**src/hw/rtl/pfba_pkg.sv**
```systemverilog
`timescale 1ns / 1ps

package pfba_pkg;

  localparam int WORD_W   = 64;
  localparam int BIT_W    = 6;
  localparam int KB_SHIFT = 10;
  localparam int KB_W     = 22;
  localparam int RSV_W    = 17;
  localparam int FRAME_W  = 16;
  localparam int DVD_W    = KB_W + KB_SHIFT;
  localparam int QUO_W    = DVD_W - KB_SHIFT;
  localparam int BND_W    = QUO_W + 1;

  localparam int DEF_FRAME_COUNT = 65536;
  localparam int DEF_PAGE_BYTES  = 4096;

  typedef enum logic [1:0] {
    ACT_INIT  = 2'd0,
    ACT_ALLOC = 2'd1,
    ACT_FREE  = 2'd2,
    ACT_NOP   = 2'd3
  } action_e;

  localparam logic CFG_MEM_KB = 1'b0;
  localparam logic CFG_RSV    = 1'b1;

  function automatic logic [BIT_W:0] span_rel(logic [BND_W-1:0] bound,
                                               logic [BND_W-1:0] base);
    logic [BND_W:0] diff;
    logic [BIT_W:0] k;
    diff = {1'b0, bound} - {1'b0, base};
    if (diff[BND_W]) begin
      k = '0;
    end else if (diff[BND_W-1:0] >= BND_W'(WORD_W)) begin
      k = (BIT_W+1)'(WORD_W);
    end else begin
      k = diff[BIT_W:0];
    end
    return k;
  endfunction

  function automatic logic [WORD_W-1:0] low_mask(logic [BIT_W:0] k);
    logic [WORD_W-1:0] m;
    for (int i = 0; i < WORD_W; i++) begin
      m[i] = ((BIT_W+1)'(i) < k);
    end
    return m;
  endfunction

endpackage

```
**src/hw/rtl/pfba_div.sv**
```systemverilog
`timescale 1ns / 1ps

module pfba_div
  import pfba_pkg::*;
#(
  parameter int DIVISOR = DEF_PAGE_BYTES
) (
  input  logic             clk_i,
  input  logic             rst_ni,
  input  logic             start_i,
  input  logic [DVD_W-1:0] dividend_i,
  output logic             done_o,
  output logic [QUO_W-1:0] quot_o
);

  localparam int SHIFT = $clog2(DIVISOR);

  logic             done_q, done_d;
  logic [QUO_W-1:0] quot_q, quot_d;

  always_comb begin
    done_d = start_i;
    quot_d = quot_q;
    if (start_i) begin
      quot_d = QUO_W'(dividend_i >> SHIFT);
    end
  end

  always_ff @(posedge clk_i or negedge rst_ni) begin
    if (!rst_ni) begin
      done_q <= 1'b0;
      quot_q <= '0;
    end else begin
      done_q <= done_d;
      quot_q <= quot_d;
    end
  end

  assign done_o = done_q;
  assign quot_o = quot_q;

endmodule

```
**config.mk**
```make
export PLATFORM = sky130hd
export DESIGN_NAME = pfba_div
export DESIGN_NICKNAME = d
export VERILOG_FILES = /design/src/hw/rtl/pfba_pkg.sv /design/src/hw/rtl/pfba_div.sv
export SDC_FILE = /design/constraint.sdc
export NUM_CORES = 1
export LEC_CHECK = 0
export ABC_AREA = 1
export BUFFER_PORTS_ARGS = -buffer_cell sky130_fd_sc_hd__buf_4
export CORE_MARGIN = 3
export CORE_UTILIZATION = 39
export CTS_CLUSTER_DIAMETER = 40
export DETAILED_ROUTE_END_ITERATION = 8
export HOLD_SLACK_MARGIN = 0.06
export PLACE_DENSITY_LB_ADDON = 0.2
export SLEW_MARGIN = 40
export SYNTH_ARGS = -nofsm -noshare
export SYNTH_HDL_FRONTEND = slang
export SYNTH_SLANG_ARGS = --single-unit
```
**constraint.sdc**
```tcl
create_clock -name clk_i -period 0.8 [get_ports clk_i]
set_input_delay 0.04 -clock clk_i [delete_from_list [all_inputs] [get_ports clk_i]]
set_output_delay 0.04 -clock clk_i [all_outputs]
set_load 0.05 [all_outputs]
```
==> results.yml <==
run_status:
  run_status: "complete, but fails checks"
  violations: "negative setup slack"
final_layout:
  finish.instance_area_sq_mm: 0.00149
  nets: 191
  area_growth_pct: 83.3
  antenna_cells: 0
  nFillCells: 121
  drive_above_1_share_pct: 43.9
power:
  power_leakage_nw: 0.775
  power.density_mw_per_mm2: 1770
  peakVddDrop_uv: 1260
sta:
  skew_ps: 0
  final_hold_viol_count: 0
  finalSetupViolCount: 21
  tns_ps: -2400
  fin_crit_sh_pct: 116
  setup_slack_ps: -127
  slew_viol_final: 0
  min_period_ps: 927
  rsz0062_at_grt: "yes"
  fmax_ghz: 1.08
floorplanning:
  core_area_sq_mm: 0.00184
  die-area_sq_mm: 0.00266
  ioPinCount: 58
  start_util_pct: 44.1
  std_cell_rows: 15
  fp.dieW_um: 51.6
  die_y_um: 51.6
critical_path:
  start_kind: "register"
  crit_buf_inv: 1
  cp_cell_sequence: "buf_6"
  rr_startpoint: "quot_o[0]"
  critical_path.slowest_cell: "dfrtp_2"
  crit_path_start: "quot_o[6]"
  cpPeakStageDelay_ps: 440
  arrival_ps: 890
  required_ps: 760
  critPathCaptureType: "output pin"
  critPathKind: "register to output pin"
  cp_max_fo: 2
  crit_family: "flip-flops"
logic_synthesis:
  avgSynthCellArea_sq_um: 9.11
  synth_area_leaders: "dfrtp_1 65%, nand2_1 28%, buf_4 3.7%, buf_6 2.8%, conb_1 0.46%"
  ys_types: 6
  async_flop_share_pct: 100
  synth_top_area_share_pct: 64.8
  ys.flop_type: "dfrtp_1"
  ys_ff_latch: 21
  synth_warnings: 0
  synth_commonest_cells: "60 x nand2_1, 21 x dfrtp_1, 4 x buf_4"
  synth_area_leader_cell: "dfrtp_1"
  synth-edff-count: 0
  netlist_area_sq_um: 811
  synth_most_common_cell: "nand2_1"
  synth_cells: 89
  yosysSeqAreaShare_pct: 64.8
clock_network:
  cts_buffers: 3
  cts_buffer_depth: 2
  clk_pin_slew_ps: 120
  post-cts-setup-buffers: 0
  clockRootBuffer: "clkbuf_4"
  cts_tree: "built"
  clock_latency_ps: 290
  clock-sinks: 21
  htreeDepth: 1
drt:
  wire_per_inst_um: 13.1
  wl_um: 2360
  drc: 0
  first_pass_iters: 4
  ant_nets: 0
  drt_iter0_drc: 6
  vias: 814
  vias_per_cell: 4.52
global_route:
  antenna_found_initial: 0
  grt_overflow: 0
  grt_first_pass_wirelength_um: 4020
  grt_max_degree: 22
  grt_use_total_pct: 20.5
  grt_pass1_vias: 891
placement:
  port_buffers: 43
  dp_hpwl_um: 1250
  gp_congestion: 0.606
  postPlaceCellArea_sq_mm: 0.00115
job:
  max_cap_violations: 0
hold_path:
  hold_path_class: "input port to register"
  min-delay-start: "start_i"
power breakdown:
| group | switching, W | total, W | internal, W |
|---|---|---|---|
| clock network | 0.000310 | 0.000504 | 0.000194 |
| registers | 0.0000688 | 0.00124 | 0.00117 |
| logic | 0.000532 | 0.000894 | 0.000362 |
worst min-delay path: cells and delay by family:
kind / cells / cell delay (ps)
buf+inv: 2 / 240
simple gates: 2 / 130
metal layers:
layer / up-vias / wire length (um) / track usage [%]
li1: 390 / - / -
met1: 397 / 860 / 23.0
met2: 25 / 1370 / 40.5
met3: 2 / 114 / 2.87
met4: 0 / 12 / 3.93
met5: - / 0 / 0
layout by cell type (no fill, tap or decap), drive strengths merged:
cell type,instances
dlygate4sd3,22
clkbuf,4
conb,2
dlymetal6s4s,1
inv,1
dfrtp,21
nand2,60
buf,44
layout make-up:
cell class	count	area, sq um	area share (%)
well taps	25	31.3	2.10
repair buffers	67	642	43.2
clock buffers	4	26.3	1.77
multi-input cells	62	233	15.7
inverters	1	3.75	0.253
flip-flops and latches	21	551	37.0
stage by stage:
stage               total power (W)  std cells  util [%]  hold slack (ps)  worst slack (ps)
floorplan                   0.00171         90         -             -256              50.1
global placement            0.00196        153      62.4            -66.1              86.9
global route                0.00277        180      80.8              161              -165
detailed placement          0.00197        153      62.4            -63.9              81.3
CTS                         0.00263        180      80.7              133              -131
finish                      0.00264        180      80.8              143              -127
final timing paths:
kind / end / slack, ps / cells past startpoint
min: quot_o[6] / 140 / 4
max in group asynchronous: quot_o[8] / 420 / 2
max reg2reg: quot_o[0] / 140 / 2
min reg2reg: quot_o[14] / 500 / 2
min in group asynchronous: quot_o[17] / 150 / 2
max: quot_o[6] / -130 / 1
sequential cells by signal, indices dropped and copies added, names as in the netlist:
| register | cells |
|---|---|
| quot_o | 20 |
| done_o | 1 |
repair_timing:
action	4_1_cts	5_1_grt
hold buffers	23	0
gates resized for setup	21	1
hold endpoints to repair	42	0
setup endpoints to repair	21	30
cell families (layout without fill, tap and decap cells):
kind of cell,after synthesis,in the layout,synth area share [%]
other,1,2,0.463
and+or+nand+nor,60,60,27.8
DFF,21,21,64.8
buffers and inverters,7,72,6.94
Power figures use the tool's default switching activity.
